===== src/rtl/esd_pkg.sv =====
// shared types and constants of the escape sequence decoder
package esd_pkg;

  localparam int unsigned FifoDepth = 4;
  localparam int unsigned FifoPtrW  = $clog2(FifoDepth);
  localparam int unsigned FifoCntW  = $clog2(FifoDepth + 1);
  localparam int unsigned CpW       = 21;

  typedef enum logic [1:0] {
    KIND_DATA       = 2'd0,
    KIND_END        = 2'd1,
    KIND_INVALID    = 2'd2,
    KIND_INCOMPLETE = 2'd3
  } kind_e;

  typedef enum logic [1:0] {
    OP_ONE  = 2'd0,
    OP_TWO  = 2'd1,
    OP_UTF8 = 2'd2
  } op_e;

  typedef struct packed {
    op_e            op;
    logic [7:0]     byte0;
    kind_e          kind0;
    logic [7:0]     byte1;
    kind_e          kind1;
    logic [CpW-1:0] cp;
  } job_t;

  localparam logic [7:0] CharNul    = 8'h00;
  localparam logic [7:0] CharBslash = 8'h5c;
  localparam logic [7:0] CharN      = 8'h6e;
  localparam logic [7:0] CharR      = 8'h72;
  localparam logic [7:0] CharA      = 8'h61;
  localparam logic [7:0] CharT      = 8'h74;
  localparam logic [7:0] CharB      = 8'h62;
  localparam logic [7:0] CharV      = 8'h76;
  localparam logic [7:0] CharF      = 8'h66;
  localparam logic [7:0] CharX      = 8'h78;
  localparam logic [7:0] CharLowU   = 8'h75;
  localparam logic [7:0] CharUpU    = 8'h55;

  localparam logic [7:0] CodeLf  = 8'h0a;
  localparam logic [7:0] CodeCr  = 8'h0d;
  localparam logic [7:0] CodeBel = 8'h07;
  localparam logic [7:0] CodeTab = 8'h09;
  localparam logic [7:0] CodeBs  = 8'h08;
  localparam logic [7:0] CodeVt  = 8'h0b;
  localparam logic [7:0] CodeFf  = 8'h0c;

  localparam logic [CpW-1:0] Utf8Max1 = 21'h00007f;
  localparam logic [CpW-1:0] Utf8Max2 = 21'h0007ff;
  localparam logic [CpW-1:0] Utf8Max3 = 21'h00ffff;
  localparam logic [7:0]     Lead2    = 8'hc0;
  localparam logic [7:0]     Lead3    = 8'he0;
  localparam logic [7:0]     Lead4    = 8'hf0;
  localparam logic [7:0]     Cont     = 8'h80;
  localparam logic [7:0]     ContMask = 8'h3f;

endpackage


===== src/rtl/esd_in_if.sv =====
// input channel: one string byte per item
interface esd_in_if;
  logic       valid;
  logic       ready;
  logic [7:0] in_byte;

  modport source (output valid, output in_byte, input ready);
  modport sink   (input valid, input in_byte, output ready);
endinterface


===== src/rtl/esd_out_if.sv =====
// output channel: one decoded result per item
interface esd_out_if;
  logic       valid;
  logic       ready;
  logic [7:0] out_byte;
  logic [1:0] kind;
  logic       last_of_run;

  modport source (output valid, output out_byte, output kind, output last_of_run, input ready);
  modport sink   (input valid, input out_byte, input kind, input last_of_run, output ready);
endinterface


===== src/rtl/esd_front.sv =====
// front end: escape state machine that turns the input bytes into jobs
module esd_front (
  input  logic             clk_i,
  input  logic             rst_ni,
  esd_in_if.sink           in_i,
  input  logic             full_i,
  output logic             push_o,
  output esd_pkg::job_t    job_o
);
  import esd_pkg::*;

  typedef enum logic [2:0] {
    MODE_NORMAL  = 3'd0,
    MODE_ESC     = 3'd1,
    MODE_OCT     = 3'd2,
    MODE_HEX     = 3'd3,
    MODE_DISCARD = 3'd4
  } mode_e;

  mode_e          mode_q, mode_d;
  logic [CpW-1:0] acc_q, acc_d;
  logic [3:0]     seen_q, seen_d;
  logic [3:0]     need_q, need_d;
  logic           accept;
  logic           push;
  job_t           job;
  logic [7:0]     b;
  logic           is_oct;
  logic           hex_ok;
  logic [3:0]     hex_val;
  logic [7:0]     oct_acc;

  assign in_i.ready = !full_i;
  assign accept     = in_i.valid && in_i.ready;
  assign b          = in_i.in_byte;
  assign is_oct     = (b[7:3] == 5'b00110);
  assign oct_acc    = {acc_q[4:0], b[2:0]};

  always_comb begin
    hex_ok  = 1'b1;
    hex_val = b[3:0];
    if (b >= 8'h30 && b <= 8'h39) begin
      hex_val = b[3:0];
    end else if ((b >= 8'h61 && b <= 8'h66) || (b >= 8'h41 && b <= 8'h46)) begin
      hex_val = b[3:0] + 4'd9;
    end else begin
      hex_ok  = 1'b0;
    end
  end

  always_comb begin
    mode_d    = mode_q;
    acc_d     = acc_q;
    seen_d    = seen_q;
    need_d    = need_q;
    push      = 1'b0;
    job.op    = OP_ONE;
    job.byte0 = b;
    job.kind0 = KIND_DATA;
    job.byte1 = CharNul;
    job.kind1 = KIND_END;
    job.cp    = '0;
    unique case (mode_q)
      MODE_NORMAL: begin
        if (b == CharNul) begin
          push      = 1'b1;
          job.kind0 = KIND_END;
        end else if (b == CharBslash) begin
          mode_d = MODE_ESC;
        end else begin
          push = 1'b1;
        end
      end
      MODE_ESC: begin
        mode_d = MODE_NORMAL;
        acc_d  = '0;
        seen_d = '0;
        need_d = '0;
        case (b)
          CharNul: begin
            push      = 1'b1;
            job.op    = OP_TWO;
            job.kind0 = KIND_INCOMPLETE;
          end
          CharN: begin push = 1'b1; job.byte0 = CodeLf;  end
          CharR: begin push = 1'b1; job.byte0 = CodeCr;  end
          CharA: begin push = 1'b1; job.byte0 = CodeBel; end
          CharT: begin push = 1'b1; job.byte0 = CodeTab; end
          CharB: begin push = 1'b1; job.byte0 = CodeBs;  end
          CharV: begin push = 1'b1; job.byte0 = CodeVt;  end
          CharF: begin push = 1'b1; job.byte0 = CodeFf;  end
          CharX: begin
            mode_d = MODE_HEX;
            need_d = 4'd2;
          end
          CharLowU: begin
            mode_d = MODE_HEX;
            need_d = 4'd4;
          end
          CharUpU: begin
            mode_d = MODE_HEX;
            need_d = 4'd8;
          end
          default: begin
            if (is_oct) begin
              mode_d = MODE_OCT;
              acc_d  = {{(CpW-3){1'b0}}, b[2:0]};
              seen_d = 4'd1;
            end else begin
              push = 1'b1;
            end
          end
        endcase
      end
      MODE_OCT: begin
        if (is_oct) begin
          acc_d  = {{(CpW-8){1'b0}}, oct_acc};
          seen_d = seen_q + 4'd1;
          if (seen_d >= 4'd3) begin
            push      = 1'b1;
            job.byte0 = oct_acc;
            mode_d    = MODE_NORMAL;
            acc_d     = '0;
            seen_d    = '0;
            need_d    = '0;
          end
        end else begin
          push      = 1'b1;
          job.byte0 = acc_q[7:0];
          mode_d    = MODE_NORMAL;
          acc_d     = '0;
          seen_d    = '0;
          need_d    = '0;
          if (b == CharNul) begin
            job.op = OP_TWO;
          end else if (b == CharBslash) begin
            mode_d = MODE_ESC;
          end else begin
            job.op    = OP_TWO;
            job.byte1 = b;
            job.kind1 = KIND_DATA;
          end
        end
      end
      MODE_HEX: begin
        if (b == CharNul) begin
          push      = 1'b1;
          job.op    = OP_TWO;
          job.byte0 = CharNul;
          job.kind0 = KIND_INVALID;
          mode_d    = MODE_NORMAL;
          acc_d     = '0;
          seen_d    = '0;
          need_d    = '0;
        end else if (!hex_ok) begin
          push      = 1'b1;
          job.byte0 = CharNul;
          job.kind0 = KIND_INVALID;
          mode_d    = MODE_DISCARD;
          acc_d     = '0;
          seen_d    = '0;
          need_d    = '0;
        end else begin
          acc_d  = {acc_q[CpW-5:0], hex_val};
          seen_d = seen_q + 4'd1;
          if (seen_d >= need_q) begin
            push = 1'b1;
            if (need_q == 4'd2) begin
              job.byte0 = acc_d[7:0];
            end else begin
              job.op = OP_UTF8;
              job.cp = acc_d;
            end
            mode_d = MODE_NORMAL;
            acc_d  = '0;
            seen_d = '0;
            need_d = '0;
          end
        end
      end
      MODE_DISCARD: begin
        if (b == CharNul) begin
          push      = 1'b1;
          job.kind0 = KIND_END;
          mode_d    = MODE_NORMAL;
        end
      end
      default: begin
        mode_d = MODE_NORMAL;
        acc_d  = '0;
        seen_d = '0;
        need_d = '0;
      end
    endcase
  end

  assign push_o = accept && push;
  assign job_o  = job;

  always_ff @(posedge clk_i or negedge rst_ni) begin
    if (!rst_ni) begin
      mode_q <= MODE_NORMAL;
      acc_q  <= '0;
      seen_q <= '0;
      need_q <= '0;
    end else if (accept) begin
      mode_q <= mode_d;
      acc_q  <= acc_d;
      seen_q <= seen_d;
      need_q <= need_d;
    end
  end

endmodule


===== src/rtl/esd_fifo.sv =====
// short job queue between front and back end
module esd_fifo (
  input  logic          clk_i,
  input  logic          rst_ni,
  input  logic          push_i,
  input  esd_pkg::job_t data_i,
  output logic          full_o,
  input  logic          pop_i,
  output logic          empty_o,
  output esd_pkg::job_t data_o
);
  import esd_pkg::*;

  job_t                mem_q [FifoDepth];
  logic [FifoPtrW-1:0] wr_q, rd_q;
  logic [FifoCntW-1:0] cnt_q;
  logic                do_pop;

  assign full_o  = (cnt_q == FifoCntW'(FifoDepth));
  assign empty_o = (cnt_q == '0);
  assign data_o  = mem_q[rd_q];
  assign do_pop  = pop_i && !empty_o;

  always_ff @(posedge clk_i) begin
    if (push_i) begin
      mem_q[wr_q] <= data_i;
    end
  end

  always_ff @(posedge clk_i or negedge rst_ni) begin
    if (!rst_ni) begin
      wr_q  <= '0;
      rd_q  <= '0;
      cnt_q <= '0;
    end else begin
      if (push_i) begin
        wr_q <= (wr_q == FifoPtrW'(FifoDepth - 1)) ? '0 : wr_q + 1'b1;
      end
      if (do_pop) begin
        rd_q <= (rd_q == FifoPtrW'(FifoDepth - 1)) ? '0 : rd_q + 1'b1;
      end
      if (push_i && !do_pop) begin
        cnt_q <= cnt_q + 1'b1;
      end else if (!push_i && do_pop) begin
        cnt_q <= cnt_q - 1'b1;
      end
    end
  end

endmodule


===== src/rtl/esd_back.sv =====
// back end: expands jobs into result items, utf-8 encoding, output register
module esd_back (
  input  logic          clk_i,
  input  logic          rst_ni,
  input  logic          empty_i,
  input  esd_pkg::job_t job_i,
  output logic          pop_o,
  esd_out_if.source     out_o
);
  import esd_pkg::*;

  logic       valid_q;
  logic [7:0] byte_q;
  kind_e      kind_q;
  logic       last_q;
  logic [1:0] idx_q, idx_d;
  logic [1:0] last_idx;
  logic [7:0] res_byte;
  kind_e      res_kind;
  logic       load;
  logic       res_last;

  always_comb begin
    last_idx = 2'd0;
    res_byte = job_i.byte0;
    res_kind = job_i.kind0;
    case (job_i.op)
      OP_ONE: begin
        last_idx = 2'd0;
      end
      OP_TWO: begin
        last_idx = 2'd1;
        if (idx_q != 2'd0) begin
          res_byte = job_i.byte1;
          res_kind = job_i.kind1;
        end
      end
      OP_UTF8: begin
        res_kind = KIND_DATA;
        if (job_i.cp <= Utf8Max1) begin
          last_idx = 2'd0;
          res_byte = {1'b0, job_i.cp[6:0]};
        end else if (job_i.cp <= Utf8Max2) begin
          last_idx = 2'd1;
          case (idx_q)
            2'd0:    res_byte = Lead2 | {3'b000, job_i.cp[10:6]};
            default: res_byte = Cont | (ContMask & {2'b00, job_i.cp[5:0]});
          endcase
        end else if (job_i.cp <= Utf8Max3) begin
          last_idx = 2'd2;
          case (idx_q)
            2'd0:    res_byte = Lead3 | {4'b0000, job_i.cp[15:12]};
            2'd1:    res_byte = Cont | (ContMask & {2'b00, job_i.cp[11:6]});
            default: res_byte = Cont | (ContMask & {2'b00, job_i.cp[5:0]});
          endcase
        end else begin
          last_idx = 2'd3;
          case (idx_q)
            2'd0:    res_byte = Lead4 | {5'b00000, job_i.cp[20:18]};
            2'd1:    res_byte = Cont | (ContMask & {2'b00, job_i.cp[17:12]});
            2'd2:    res_byte = Cont | (ContMask & {2'b00, job_i.cp[11:6]});
            default: res_byte = Cont | (ContMask & {2'b00, job_i.cp[5:0]});
          endcase
        end
      end
      default: begin
        last_idx = 2'd0;
      end
    endcase
  end

  assign res_last = (idx_q == last_idx);
  assign load     = !empty_i && (!valid_q || out_o.ready);
  assign pop_o    = load && res_last;
  assign idx_d    = res_last ? 2'd0 : idx_q + 2'd1;

  assign out_o.valid       = valid_q;
  assign out_o.out_byte    = byte_q;
  assign out_o.kind        = kind_q;
  assign out_o.last_of_run = last_q;

  always_ff @(posedge clk_i) begin
    if (load) begin
      byte_q <= (res_kind == KIND_DATA) ? res_byte : CharNul;
      kind_q <= res_kind;
      last_q <= res_last;
    end
  end

  always_ff @(posedge clk_i or negedge rst_ni) begin
    if (!rst_ni) begin
      valid_q <= 1'b0;
      idx_q   <= 2'd0;
    end else begin
      if (load) begin
        valid_q <= 1'b1;
        idx_q   <= idx_d;
      end else if (out_o.ready) begin
        valid_q <= 1'b0;
      end
    end
  end

endmodule


===== src/rtl/escape_sequence_decoder.sv =====
// top level of the c-style escape decoder with utf-8 output
//
// in_i takes one string byte per item, byte 0 ends the string. out_o gives
// the decoded results: data bytes, an end item per string and error items
// for bad or unfinished escapes; last_of_run marks the final result that a
// given input byte causes.
// the front end classifies each byte in the cycle it is accepted and queues
// the jobs in a four-entry queue; the back end expands each job into results,
// one result per cycle unless the receiver stalls, through a registered output.
// a result passes from its accepted input byte through the queue entry and
// then the output register to out_o.
// throughput: one input byte per cycle while each byte gives at most one
// result and the receiver is ready; a byte that gives several results holds
// the single output register for them in turn; the queue absorbs such bursts.
// when the receiver stalls, the output holds and the queue fills; in_i.ready
// drops once the queue is full.
// reset clears the escape state, the queue and the output valid flag.
module escape_sequence_decoder (
  input  logic      clk_i,
  input  logic      rst_ni,
  esd_in_if.sink    in_i,
  esd_out_if.source out_o
);
  import esd_pkg::*;

  logic push;
  logic pop;
  logic full;
  logic empty;
  job_t job_in;
  job_t job_out;

  esd_front u_front (
    .clk_i  (clk_i),
    .rst_ni (rst_ni),
    .in_i   (in_i),
    .full_i (full),
    .push_o (push),
    .job_o  (job_in)
  );

  esd_fifo u_fifo (
    .clk_i   (clk_i),
    .rst_ni  (rst_ni),
    .push_i  (push),
    .data_i  (job_in),
    .full_o  (full),
    .pop_i   (pop),
    .empty_o (empty),
    .data_o  (job_out)
  );

  esd_back u_back (
    .clk_i   (clk_i),
    .rst_ni  (rst_ni),
    .empty_i (empty),
    .job_i   (job_out),
    .pop_o   (pop),
    .out_o   (out_o)
  );

endmodule

===== src/flat_wrapper.sv =====
// flat-port wrapper written by rule: the top's interface ports become plain ports
module escape_sequence_decoder_flat import esd_pkg::*;
  (clk_i, rst_ni, in_i_valid, in_i_in_byte, in_i_ready, out_o_valid, out_o_out_byte, out_o_kind, out_o_last_of_run, out_o_ready);
  esd_in_if in_i_i ();
  esd_out_if out_o_i ();
  input  logic clk_i;
  input  logic rst_ni;
  input wire logic [$bits(in_i_i.valid)-1:0] in_i_valid;
  input wire logic [$bits(in_i_i.in_byte)-1:0] in_i_in_byte;
  output wire logic [$bits(in_i_i.ready)-1:0] in_i_ready;
  output wire logic [$bits(out_o_i.valid)-1:0] out_o_valid;
  output wire logic [$bits(out_o_i.out_byte)-1:0] out_o_out_byte;
  output wire logic [$bits(out_o_i.kind)-1:0] out_o_kind;
  output wire logic [$bits(out_o_i.last_of_run)-1:0] out_o_last_of_run;
  input wire logic [$bits(out_o_i.ready)-1:0] out_o_ready;
  assign in_i_i.valid = in_i_valid;
  assign in_i_i.in_byte = in_i_in_byte;
  assign in_i_ready = in_i_i.ready;
  assign out_o_valid = out_o_i.valid;
  assign out_o_out_byte = out_o_i.out_byte;
  assign out_o_kind = out_o_i.kind;
  assign out_o_last_of_run = out_o_i.last_of_run;
  assign out_o_i.ready = out_o_ready;
  escape_sequence_decoder u_core (.clk_i(clk_i), .rst_ni(rst_ni), .in_i(in_i_i), .out_o(out_o_i));
endmodule

===== config.mk =====
export PLATFORM = sky130hd
export DESIGN_NAME = escape_sequence_decoder_flat
export DESIGN_NICKNAME = d
export VERILOG_FILES = /design/src/rtl/esd_pkg.sv /design/src/rtl/esd_in_if.sv /design/src/rtl/esd_out_if.sv /design/src/rtl/esd_front.sv /design/src/rtl/esd_fifo.sv /design/src/rtl/esd_back.sv /design/src/rtl/escape_sequence_decoder.sv /design/src/flat_wrapper.sv
export SDC_FILE = /design/constraint.sdc
export NUM_CORES = 1
export LEC_CHECK = 0
export ABC_CLOCK_PERIOD_IN_PS = 5500
export BUFFER_PORTS_ARGS = -buffer_cell sky130_fd_sc_hd__buf_2
export CAP_MARGIN = 20
export CORE_MARGIN = 4
export CORE_UTILIZATION = 65
export CTS_BUF_LIST = sky130_fd_sc_hd__clkbuf_8
export DETAILED_ROUTE_END_ITERATION = 8
export MAX_ROUTING_LAYER = met4
export PLACE_DENSITY = 0.82
export SYNTH_ARGS = -nofsm -noshare
export SYNTH_HDL_FRONTEND = slang
export SYNTH_SLANG_ARGS = --single-unit

===== constraint.sdc =====
create_clock -name clk_i -period 5.5 [get_ports clk_i]
set_clock_uncertainty 0.05 [all_clocks]
set_input_delay 0.55 -clock clk_i [delete_from_list [all_inputs] [get_ports clk_i]]
set_output_delay 0.55 -clock clk_i [all_outputs]
set_load 0.005 [all_outputs]

==> impl_summary.log, run 1 <==
[metrics] status: finished clean
[metrics] post-synth top area share: 51.77%
[metrics] Post-Place Setup Slack: 1.307 ns
[metrics] Hold-fix buffers, CTS: 0
[metrics] average wire length per cell after detail routing: 23.18 um
[metrics] post-DR vias/cell: 6.622
[metrics] Worst Setup Slack, final: between 1 and 1.5 ns
[metrics] Worst Path Arrival: 4.55 ns
[metrics] worst min-delay path class: input port to asynchronous set/reset pin
[metrics] crit-path max FO: 20
[metrics] part of the total power dissipated in the clock network: 23.0%
[metrics] critical path startpoint category: flop
[metrics] leakage dissipation: 0.004199 uW
[metrics] number of instances in the synthesized netlist: 768
[metrics] commonest non-fill, non-tap cells in the layout: 179 x sky130_fd_sc_hd__edfxtp_1, 82 x sky130_fd_sc_hd__nand2_1, 47 x sky130_fd_sc_hd__nor2_1
[metrics] post-layout utilization of the core: 73.78%
[metrics] area delta synth->final: 9.629%
[metrics] main area contributors after synthesis: sky130_fd_sc_hd__edfxtp_1 52%, sky130_fd_sc_hd__dfrtp_1 8.9%, sky130_fd_sc_hd__mux4_2 8.5%
[metrics] combinational cell fraction of total power: 35.2%
[metrics] final wirelength: 24,100 um
[metrics] gpl congestion: 0.9899
[metrics] portion of total power attributed to sequential cells: roughly two fifths
[metrics] unrepaired setup endpoints after global routing: false
[metrics] data required time at the worst endpoint: 5.85 ns
[metrics] first-iteration detailed-routing DRC count: 613
[metrics] transition at the pin with the smallest max-transition slack: about 1.1 ns
[metrics] via count of the first global-routing pass: 6,784
[metrics] global-route usage over all layers: 28.73%
[metrics] min cycle time layout: 4.200 ns
[metrics] H-tree depth: 2
[metrics] Post-CTS Setup Bufs: 0
[metrics] Max IR drop VDD: 0.2588 mV
[metrics] maximum frequency from static timing analysis: approximately 240 MHz
[metrics] cell area after technology mapping: 10,380 um2
[metrics] count of final max-slew check failures: 0
[metrics] fraction of final layout cells with drive strength greater than 1: 18.34%
[metrics] Vert. Die Dim: 134.4 um
[metrics] Synthesis Warnings: 0
[metrics] post-synthesis cell type with the largest combined area: sky130_fd_sc_hd__edfxtp_1
[metrics] total of max-cap violations: 0
[metrics] most common cell after layout, fill and taps aside: sky130_fd_sc_hd__edfxtp_1
[metrics] total via count after detailed routing: 6,887
[metrics] number of nets in the layout: 839
[metrics] antenna violations before repair: 0
[metrics] clock buffers created by TritonCTS: 35
[metrics] synthesized net count: 803
[metrics] total number of clock tree sinks: 216
[metrics] synthesized area per cell: approximately 14 um2
[metrics] series of cell instances along the critical path: buf_4 -> mux4_2 -> inv_1 -> ha_1 -> inv_1 -> o21ai_0 -> a22oi_1 -> nand4_1 -> ha_1 -> inv_1 -> fa_1 -> mux2_2
[metrics] Max Root-Sink Buffers: 3
[metrics] sum of net half-perimeters after detailed placement: 17,180 um
[metrics] Final Hold Violating Endpoints: 0
[metrics] first-pass GRT wire length: 38,360 um
[metrics] Top Ports: 25
[metrics] Ant. Diodes: 0
[metrics] pwr dens: 501.3 nW/um2
[metrics] post-route clock period utilization: 76.37%
[metrics] TritonCTS clock tree: done
[metrics] Filler Cells Inserted: roughly 960
[metrics] Die Footprint: between 15,000 and 20,000 um2
[metrics] Remaining DRCs: 0
[metrics] Psw: 1968 uW
[metrics] Core Area: between 15,000 and 20,000 um2
[metrics] # resized after CTS: 0
[metrics] ys flop type: sky130_fd_sc_hd__edfxtp_1
[metrics] chip width: between 100 and 150 um
[metrics] endpoint type of the worst setup path: flop
[metrics] cell-internal power: 3738 uW
[metrics] worst-case hold slack: between 0.15 and 0.2 ns
[metrics] dominant cell type by count on the critical path: sky130_fd_sc_hd__inv_1
[metrics] number of iterations in the first detailed-routing pass: 5
[metrics] critical path type: flop to flop
[metrics] slowest stage delay, CP: 0.76 ns
[metrics] switching share of total power: 34.48%
[metrics] CTS Root Cell: sky130_fd_sc_hd__clkbuf_8
[metrics] largest net degree at the start of global routing: 40
[metrics] Post-synth ARST share: 17.13%
[metrics] Sum Neg Setup Slack: 0 ns
[metrics] starting utilization of the core area: between 60% and 70%
[metrics] quantity of I/O buffers inserted on ports: 24
[metrics] slowest cell on the critical path: sky130_fd_sc_hd__dfrtp_2
[metrics] distinct cell type count of the synthesized netlist: 71
[metrics] setup-violating endpoint count in the final report: 0
[metrics] number of cell rows: between 40 and 50
[metrics] post-detailed-route count of antenna-violating nets: 0
[metrics] number of flops mapped to enable cells by yosys: ~180
[metrics] total grt overflow: 0
[metrics] part of the Yosys area used for sequential elements: 60.69%
[metrics] number of storage elements in the synthesis netlist: 216
[metrics] clock-pin transition on the worst setup and hold timing paths: 0.06 ns
[metrics] headroom to the max-slew limit: 27.19%
[metrics] insertion delay to the later sink of the worst-skew pair: between 0.5 and 0.6 ns
==> final timing paths <==
path / from / endpoint / slack (ns) / depth (start not counted)
setup / recovery: u_core.u_fifo.rd_q[0] / u_core.u_fifo.cnt_q[1] / 1.30 / 12
hold / removal: rst_ni / u_core.u_fifo.rd_q[0] / 0.15 / 1
setup reg to reg: u_core.u_fifo.rd_q[0] / u_core.u_fifo.cnt_q[1] / 1.30 / 12
hold reg to reg: u_core.u_front.acc_q[16] / u_core.u_front.acc_q[16] / 0.45 / 1
max in group asynchronous: rst_ni / u_core.u_fifo.rd_q[1] / 4.58 / 1
min in group clk_i: out_o_ready / u_core.u_back.out_o.valid / 0.17 / 2
==> stage by stage <==
stage | total power [uW] | std cells | area [um2]
2_1_floorplan | 3818 | 768 | 10380
5_1_grt | 6021 | 1040 | 11380
3_3_place_gp | 4295 | 978 | 10720
4_1_cts | 5702 | 1040 | 11380
6_report | 5706 | 1040 | 11380
3_5_place_dp | 4387 | 978 | 10720
==> Yosys cell counts, types with 12 or more instances <==
library cell and number:
sky130_fd_sc_hd__nor2_1 47, sky130_fd_sc_hd__a21oi_1 31, sky130_fd_sc_hd__a22oi_1 12, sky130_fd_sc_hd__ha_1 22
sky130_fd_sc_hd__a22o_1 13, sky130_fd_sc_hd__clkbuf_1 26, sky130_fd_sc_hd__and2_1 33, sky130_fd_sc_hd__edfxtp_1 179
sky130_fd_sc_hd__inv_1 21, sky130_fd_sc_hd__mux2_2 12, sky130_fd_sc_hd__dfrtp_1 37, sky130_fd_sc_hd__nor3_1 12
sky130_fd_sc_hd__nand3_1 21, sky130_fd_sc_hd__nand2_1 82, sky130_fd_sc_hd__o21ai_0 35, sky130_fd_sc_hd__mux4_2 39
==> power groups by stage <==
stage               clock [uW]  sequential [uW]  combinational [uW]
floorplan                    0             2290                1530
global placement             0             2390                1910
detailed placement           0             2420                1970
CTS                       1330             2390                1980
global route              1420             2420                2180
finish                    1310             2390                2010
==> worst max-delay path, delay by kind of cell (launching register included) <==
kind                     cells  cell delay (ns)
buffers and inverters        4             0.77
flip-flops                   1             0.76
AO/OA/AOI/OAI                2             0.42
multiplexers                 2             0.84
adder cells (fa/ha/maj)      3             1.03
AND/OR/NAND/NOR              1             0.21
==> routing by layer <==
| metal | vias to the layer above | part of all wire (%) | wire [um] | track usage, % |
|---|---|---|---|---|
| met5 | - | 0 | 0 | - |
| met1 | 3419 | 41 | 9802 | 39.81 |
| met2 | 356 | 48 | 11610 | 43.85 |
| met4 | 0 | 3.8 | 913 | 11.20 |
| met3 | 69 | 7.4 | 1776 | 4.314 |
| li1 | 3043 | - | - | - |
==> final cells by class <==
class	count	area (um2)	share of cell area, %
well taps	211	264.0	2.319
clock buffers	36	495.5	4.353
clock inverters	26	170.2	1.495
multi-input cells	488	3819	33.55
repair buffers	41	247.7	2.177
inverters	22	82.58	0.7255
flip-flops and latches	216	6304	55.38
==> registers in the layout, summed over array words and instances (netlist names) <==
register / count
u_core.u_fifo.mem_q: 168
u_core.u_front.acc_q: 17
u_core.u_back.out_o.out_byte: 8
u_core.u_front.seen_q: 4
u_core.u_fifo.cnt_q: 3
u_core.u_front.mode_q: 3
u_core.u_front.need_q: 3
u_core.u_back.idx_q: 2
u_core.u_back.out_o.kind: 2
u_core.u_fifo.rd_q: 2
u_core.u_fifo.wr_q: 2
u_core.u_back.out_o.last_of_run: 1
u_core.u_back.out_o.valid: 1
==> logic make-up (layout without fill, tap and decap cells) <==
| group | after synthesis | in the layout | share of synthesized area (%) |
|---|---|---|---|
| XOR/XNOR | 9 | 9 | 0.7592 |
| AND/OR/NAND/NOR | 239 | 239 | 11.26 |
| AO/OA/AOI/OAI | 151 | 151 | 9.991 |
| buffers and inverters | 64 | 125 | 2.579 |
| multiplexers | 66 | 66 | 11.88 |
| flip-flops | 216 | 216 | 60.69 |
| adder cells (fa/ha/maj) | 23 | 23 | 2.844 |
No activity file was read; power rests on OpenSTA's default activity.
==> run 2: changes to the inputs <==
--- a/config.mk
+++ b/config.mk
@@ -5,7 +5,7 @@
 export SDC_FILE = /design/constraint.sdc
 export NUM_CORES = 1
 export LEC_CHECK = 0
-export ABC_CLOCK_PERIOD_IN_PS = 5500
+export ABC_CLOCK_PERIOD_IN_PS = 4100
 export BUFFER_PORTS_ARGS = -buffer_cell sky130_fd_sc_hd__buf_2
 export CAP_MARGIN = 20
 export CORE_MARGIN = 4
==> constraint.sdc (replaced) <==
create_clock -name clk_i -period 4.1 [get_ports clk_i]
set_clock_uncertainty 0.05 [all_clocks]
set_input_delay 0.41 -clock clk_i [delete_from_list [all_inputs] [get_ports clk_i]]
set_output_delay 0.41 -clock clk_i [all_outputs]
set_load 0.005 [all_outputs]
==> run 2 against run 1 <==
  * Setup slack worse by 1.0 ns
  * Global-route usage decreased by 0.27 points
  * Design area is 0.78% higher
  * Highest routed layer unchanged
  * Register-to-register slack worse by 1.0 ns
==> impl_summary.log, run 2 (synthesis results as in run 1) <==
[metrics] buffering stage count on the worst path with inverters included: 2
[metrics] maximum frequency from static timing analysis: 262.9 MHz
[metrics] leakage dissipation: 0.004225 uW
[metrics] clock-pin transition on the worst setup and hold timing paths: 0.07 ns
[metrics] starting utilization of the core area: 67.30%
[metrics] Top Ports: 25
[metrics] worst r2r src: u_core.u_fifo.rd_q[0]
[metrics] setup-violating endpoint count in the final report: 0
[metrics] number of iterations in the first detailed-routing pass: 7
[metrics] average wire length per cell after detail routing: roughly 23 um
[metrics] area delta synth->final: 10.48%
[metrics] flip-flop count of the largest register, all copies and words added: 168
[metrics] post-detailed-route count of antenna-violating nets: 0
[metrics] Post-Place Cell Area: around 11,000 um2
[metrics] min cycle time layout: 3.804 ns
[metrics] # resized after CTS: 0
[metrics] number of cell rows: 45
[metrics] final std cell area, no fill: about 11,000 um2
[metrics] count of final max-slew check failures: 0
[metrics] antenna violations before repair: 0
[metrics] Tot Pwr: 7595 uW
[metrics] total number of clock tree sinks: between 200 and 250
[metrics] post-route clock period utilization: 92.79%
[metrics] sum of net half-perimeters after detailed placement: 16,930 um
[metrics] critical path startpoint category: flop
[metrics] final wirelength: roughly 24,000 um
[metrics] fraction of final layout cells with drive strength greater than 1: 19.38%
[metrics] Core Area: 15,430 um2
[metrics] worst min-delay path class: input port to asynchronous set/reset pin
[metrics] Final Hold Violating Endpoints: 0
[metrics] Post-CTS Setup Bufs: 0
[metrics] Filler Cells Inserted: 958
[metrics] clock buffers created by TritonCTS: 35
[metrics] worst-case hold slack: 0.007228 ns
[metrics] endpoint type of the worst setup path: flop
[metrics] pwr dens: 662.1 nW/um2
[metrics] largest net degree at the start of global routing: 43
[metrics] Max IR drop VDD: 0.3127 mV
[metrics] FF-to-FF path depth: 10
[metrics] insertion delay to the later sink of the worst-skew pair: slightly above 0.5 ns
[metrics] TritonCTS clock tree: done
[metrics] kind of cell with the highest combined delay on the critical path: adder cells
[metrics] critical path type: flop to flop
[metrics] destination of the worst register-to-register timing path: u_core.u_fifo.cnt_q[1]
[metrics] series of cell instances along the critical path: mux4_2 -> ha_1 -> inv_1 -> o21ai_0 -> a22oi_1 -> nand4_1 -> ha_1 -> inv_1 -> fa_1 -> mux2_2
[metrics] first-pass GRT wire length: around 38,000 um
[metrics] transition at the pin with the smallest max-transition slack: 0.9901 ns
[metrics] quantity of I/O buffers inserted on ports: 24
[metrics] slowest stage delay, CP: 0.66 ns
[metrics] Largest Register: u_core.u_fifo.mem_q
[metrics] WP depth: 10
[metrics] via count of the first global-routing pass: 7,154
[metrics] total via count after detailed routing: 6,953
[metrics] gpl congestion: 0.9814
[metrics] Sum Neg Setup Slack: 0 ns
[metrics] Die Footprint: 18,060 um2
[metrics] H-tree depth: 2
[metrics] data required time at the worst endpoint: 4.45 ns
[metrics] number of nets in the layout: 850
[metrics] chip width: 134.4 um
[metrics] post-DR vias/cell: 6.609
[metrics] most common cell after layout, fill and taps aside: sky130_fd_sc_hd__edfxtp_1
[metrics] commonest non-fill, non-tap cells in the layout: 179 x sky130_fd_sc_hd__edfxtp_1, 82 x sky130_fd_sc_hd__nand2_1, 47 x sky130_fd_sc_hd__nor2_1
[metrics] Remaining DRCs: 0
[metrics] combined area of the multi-input logic cells: 3819 um2
[metrics] post-layout utilization of the core: 74.36%
[metrics] Vert. Die Dim: 134.4 um
[metrics] first-iteration detailed-routing DRC count: 650
[metrics] crit-path max FO: 15
[metrics] Worst Path Arrival: 4.15 ns
[metrics] Ant. Diodes: 0
[metrics] Max Root-Sink Buffers: 3
[metrics] reg2reg setup slack: 0.30 ns
[metrics] total grt overflow: 0
[metrics] status: finished clean
[metrics] total of max-cap violations: 0
[metrics] CTS Root Cell: sky130_fd_sc_hd__clkbuf_8
[metrics] unrepaired setup endpoints after global routing: false
[metrics] headroom to the max-slew limit: 33.99%
[metrics] slowest cell on the critical path: sky130_fd_sc_hd__dfrtp_2
[metrics] global-route usage over all layers: about 28%
[metrics] Hold-fix buffers, CTS: 0
[metrics] FF/Latch Area: 6304 um2
==> run 2: cell count changes in the layout (fill, tap and decap cells not counted) <==
cell,delta
sky130_fd_sc_hd__buf_4,+7
sky130_fd_sc_hd__buf_12,+4
sky130_fd_sc_hd__clkinvlp_4,+4
sky130_fd_sc_hd__bufinv_16,-2
sky130_fd_sc_hd__clkinv_1,+2
sky130_fd_sc_hd__clkinv_4,-1
sky130_fd_sc_hd__inv_1,-1
sky130_fd_sc_hd__inv_6,-1
==> run 2: metal layers <==
metal / track usage, % / routed length, um / share of wire (%)
met3: 4.801 / 1583 / 6.5
met4: 13.86 / 1110 / 4.6
met5: - / 0 / 0
met2: 43.77 / 11820 / 49
met1: 37.41 / 9716 / 40
==> run 2: power breakdown <==
part           internal, uW  switching, uW
clock network           824            804
registers              2920            229
logic                  1190           1630
total                  4940           2660
==> run 2: cell type report <==
class	instances	share of cell area [%]
clock buffer	36	4.319
inverter	22	0.7199
sequential	216	54.95
multi-input combinational	488	33.29
timing repair buffer	52	3.316
tap	211	2.301
clock inverter	27	1.102
==> run 2: how the worst max path moves through the flow <==
stage | startpoint | end | slack [ns]
floorplan | u_core.u_fifo.rd_q[1] | u_core.u_fifo.cnt_q[1] | 0.01
global placement | in_i_in_byte[0] | u_core.u_fifo.mem_q[1][13] | 0.35
detailed placement | in_i_in_byte[0] | u_core.u_fifo.mem_q[1][15] | 0.26
CTS | u_core.u_fifo.rd_q[0] | u_core.u_fifo.cnt_q[1] | 0.31
global route | u_core.u_fifo.rd_q[0] | u_core.u_fifo.cnt_q[1] | 0.09
finish | u_core.u_fifo.rd_q[0] | u_core.u_fifo.cnt_q[1] | 0.30
==> run 2: per-stage QoR <==
step	std cells	setup WS [ns]
after CTS	1048	0.3070
after global placement	985	0.3477
after floorplan	768	0.01472
after detailed placement	985	0.2570
final	1052	0.2957
after global routing	1052	0.09431
==> run 3: changes to the inputs <==
--- a/config.mk
+++ b/config.mk
@@ -12,8 +12,11 @@
 export CORE_UTILIZATION = 65
 export CTS_BUF_LIST = sky130_fd_sc_hd__clkbuf_8
 export DETAILED_ROUTE_END_ITERATION = 8
+export GPL_ROUTABILITY_DRIVEN = 0
+export GPL_TIMING_DRIVEN = 0
 export MAX_ROUTING_LAYER = met4
 export PLACE_DENSITY = 0.82
+export SKIP_LAST_GASP = 1
 export SYNTH_ARGS = -nofsm -noshare
 export SYNTH_HDL_FRONTEND = slang
 export SYNTH_SLANG_ARGS = --single-unit
==> run 3 against run 2 <==
  * Setup slack worse by 0.27 ns
  * Non-clock buffer count rose by 16
  * Critical path depth rose by 4
  * Design area is 2.3% higher
  * Routed wire length up 5.1%
  * Via count up 5.2%
  * Combinational power up 12%
  * Sequential power decreased by 2%
  * First-iteration DRC count grew 28%
  * Flip-flop and latch count unchanged
  * Final cell count rose by 2.0%
  * Clock power grew 22%
  * Critical path type unchanged
  * Critical endpoint is now u_core.u_fifo.cnt_q[2]
  * Largest power group is now combinational cells
==> impl_summary.log, run 3 (synthesis results as in run 1) <==
[metrics] status: finished clean
[metrics] fraction of final layout cells with drive strength greater than 1: 19.37%
[metrics] Placed Cells: 1,007
[metrics] post-detailed-route count of antenna-violating nets: 0
[metrics] setup-violating endpoint count in the final report: 0
[metrics] min cycle time layout: 4.070 ns
[metrics] crit-path max FO: 19
[metrics] post-DR vias/cell: 6.819
[metrics] Ant. Diodes: 0
[metrics] pwr dens: 702.2 nW/um2
[metrics] Largest Register: u_core.u_fifo.mem_q
[metrics] Post-Place Setup Slack: -1.118 ns
[metrics] H-tree depth: 2
[metrics] number of cell rows: 45
[metrics] antenna violations before repair: 0
[metrics] total grt overflow: 0
[metrics] worst-case hold slack: 0.01990 ns
[metrics] maximum frequency from static timing analysis: 245.7 MHz
[metrics] Core Area: 15,430 um2
[metrics] chip width: about 130 um
[metrics] sum of net half-perimeters after detailed placement: 16,890 um
[metrics] Max Root-Sink Buffers: 3
[metrics] Hold-fix buffers, CTS: 0
[metrics] via count of the first global-routing pass: ~7,200
[metrics] average wire length per cell after detail routing: approximately 24 um
[metrics] count of final max-slew check failures: 0
[metrics] Max IR drop VDD: 0.3999 mV
[metrics] clock-pin transition on the worst setup and hold timing paths: 0.06 ns
[metrics] total of max-cap violations: 0
[metrics] CTS Root Cell: sky130_fd_sc_hd__clkbuf_8
[metrics] insertion delay to the later sink of the worst-skew pair: 0.52 ns
[metrics] Top Ports: 25
[metrics] Remaining DRCs: 0
[metrics] quantity of I/O buffers inserted on ports: 22
[metrics] Final Hold Violating Endpoints: 0
[metrics] global-route usage over all layers: approximately 30%
[metrics] starting utilization of the core area: 67.30%
[metrics] first-iteration detailed-routing DRC count: 831
[metrics] Vert. Die Dim: between 100 and 150 um
[metrics] total number of clock tree sinks: 216
[metrics] Die Footprint: 18,060 um2
[metrics] worst min-delay path class: input port to asynchronous set/reset pin
[metrics] data required time at the worst endpoint: ~4.5 ns
[metrics] Worst Setup Slack, final: ~0.030 ns
[metrics] flip-flop count of the largest register, all copies and words added: 168
[metrics] critical path startpoint category: flop
[metrics] most common cell after layout, fill and taps aside: sky130_fd_sc_hd__edfxtp_1
[metrics] transition at the pin with the smallest max-transition slack: 1.043 ns
[metrics] critical path type: flop to flop
[metrics] commonest non-fill, non-tap cells in the layout: 179 x sky130_fd_sc_hd__edfxtp_1, 82 x sky130_fd_sc_hd__nand2_1, 47 x sky130_fd_sc_hd__nor2_1
[metrics] number of nets in the layout: a little under 900
[metrics] post-route clock period utilization: 99.28%
[metrics] endpoint type of the worst setup path: flop
[metrics] total via count after detailed routing: roughly 7,300
[metrics] number of iterations in the first detailed-routing pass: 6
[metrics] final wirelength: approximately 25,000 um
[metrics] TritonCTS clock tree: done
[metrics] Worst Path Arrival: 4.45 ns
[metrics] Layout Cells excl Fill: roughly 1,100
[metrics] first-pass GRT wire length: 39,560 um
[metrics] largest net degree at the start of global routing: 38
[metrics] headroom to the max-slew limit: 30.45%
[metrics] area delta synth->final: 13.02%
[metrics] clock buffers created by TritonCTS: 37
[metrics] leakage dissipation: 0.004325 uW
[run 3: path summary, 6_finish.rpt]
check | cells after the start | to | start | slack (ns)
setup / recovery | 14 | u_core.u_fifo.cnt_q[2] | u_core.u_fifo.rd_q[0] | 0.03
hold reg to reg | 1 | u_core.u_front.acc_q[14] | u_core.u_front.acc_q[14] | 0.46
setup reg to reg | 14 | u_core.u_fifo.cnt_q[2] | u_core.u_fifo.rd_q[0] | 0.03
max in group asynchronous | 1 | u_core.u_front.need_q[1] | rst_ni | 3.33
min in group clk_i | 2 | u_core.u_back.out_o.valid | out_o_ready | 0.04
hold / removal | 1 | u_core.u_back.idx_q[0] | rst_ni | 0.02
[run 3: cell type report]
cell class | count | area [um2]
Timing Repair Buffer | 31 | 227.7
Sequential cell | 216 | 6301
Clock buffer | 42 | 578.1
Inverter | 22 | 82.58
Multi-Input combinational cell | 488 | 3856
Clock inverter | 26 | 191.4
Buffer | 37 | 232.7
Fill cell | 904 | 3694
Tap cell | 211 | 264.0
[run 3: what timing repair did]
action / in CTS / in global routing
cloned: 0 / 0
setup endpoints to repair: 15 / 2
buffers inserted: 0 / 3
resized for setup: 15 / 10
pin swaps: 1 / 3
[run 3: power breakdown]
part | leakage [uW] | internal (uW) | switching, uW
clock | 0.000437 | 1130 | 861
sequential | 0.00216 | 2920 | 162
combinational | 0.00173 | 1330 | 1840
[run 3: metrics by stage]
step                total power, uW  util, %  instance area [um2]  setup TNS [ns]
global route                   8612    76.06                11730         -0.1933
detailed placement             6010    70.48                10870          -11.67
floorplan                      5133        -                10390               0
finish                         8239    76.06                11730               0
CTS                            8082    75.64                11670               0
global placement               5819    69.79                10770         -175.65
[run 3: routing by layer]
layer / global-route usage (%) / vias to the layer above / wire, um
li1: - / 3103 / -
met1: 38.89 / 3599 / 9602
met2: 47.91 / 528 / 12480
met3: 5.251 / 87 / 2632
met4: 8.824 / 0 / 751
met5: - / - / 0
[run 3: worst max-delay path: stages (launching register included)]
cell and delay [ns]:
sky130_fd_sc_hd__dfrtp_1 0.48, sky130_fd_sc_hd__buf_12 0.24, sky130_fd_sc_hd__mux4_2 0.61, sky130_fd_sc_hd__or4_4 0.57
sky130_fd_sc_hd__buf_6 0.16, sky130_fd_sc_hd__nand3_1 0.08, sky130_fd_sc_hd__nand2_1 0.08, sky130_fd_sc_hd__mux2i_1 0.16
sky130_fd_sc_hd__nand4_1 0.27, sky130_fd_sc_hd__ha_2 0.28, sky130_fd_sc_hd__inv_1 0.06, sky130_fd_sc_hd__fa_1 0.38
sky130_fd_sc_hd__xor2_1 0.17, sky130_fd_sc_hd__nor2_1 0.15, sky130_fd_sc_hd__xor2_1 0.24
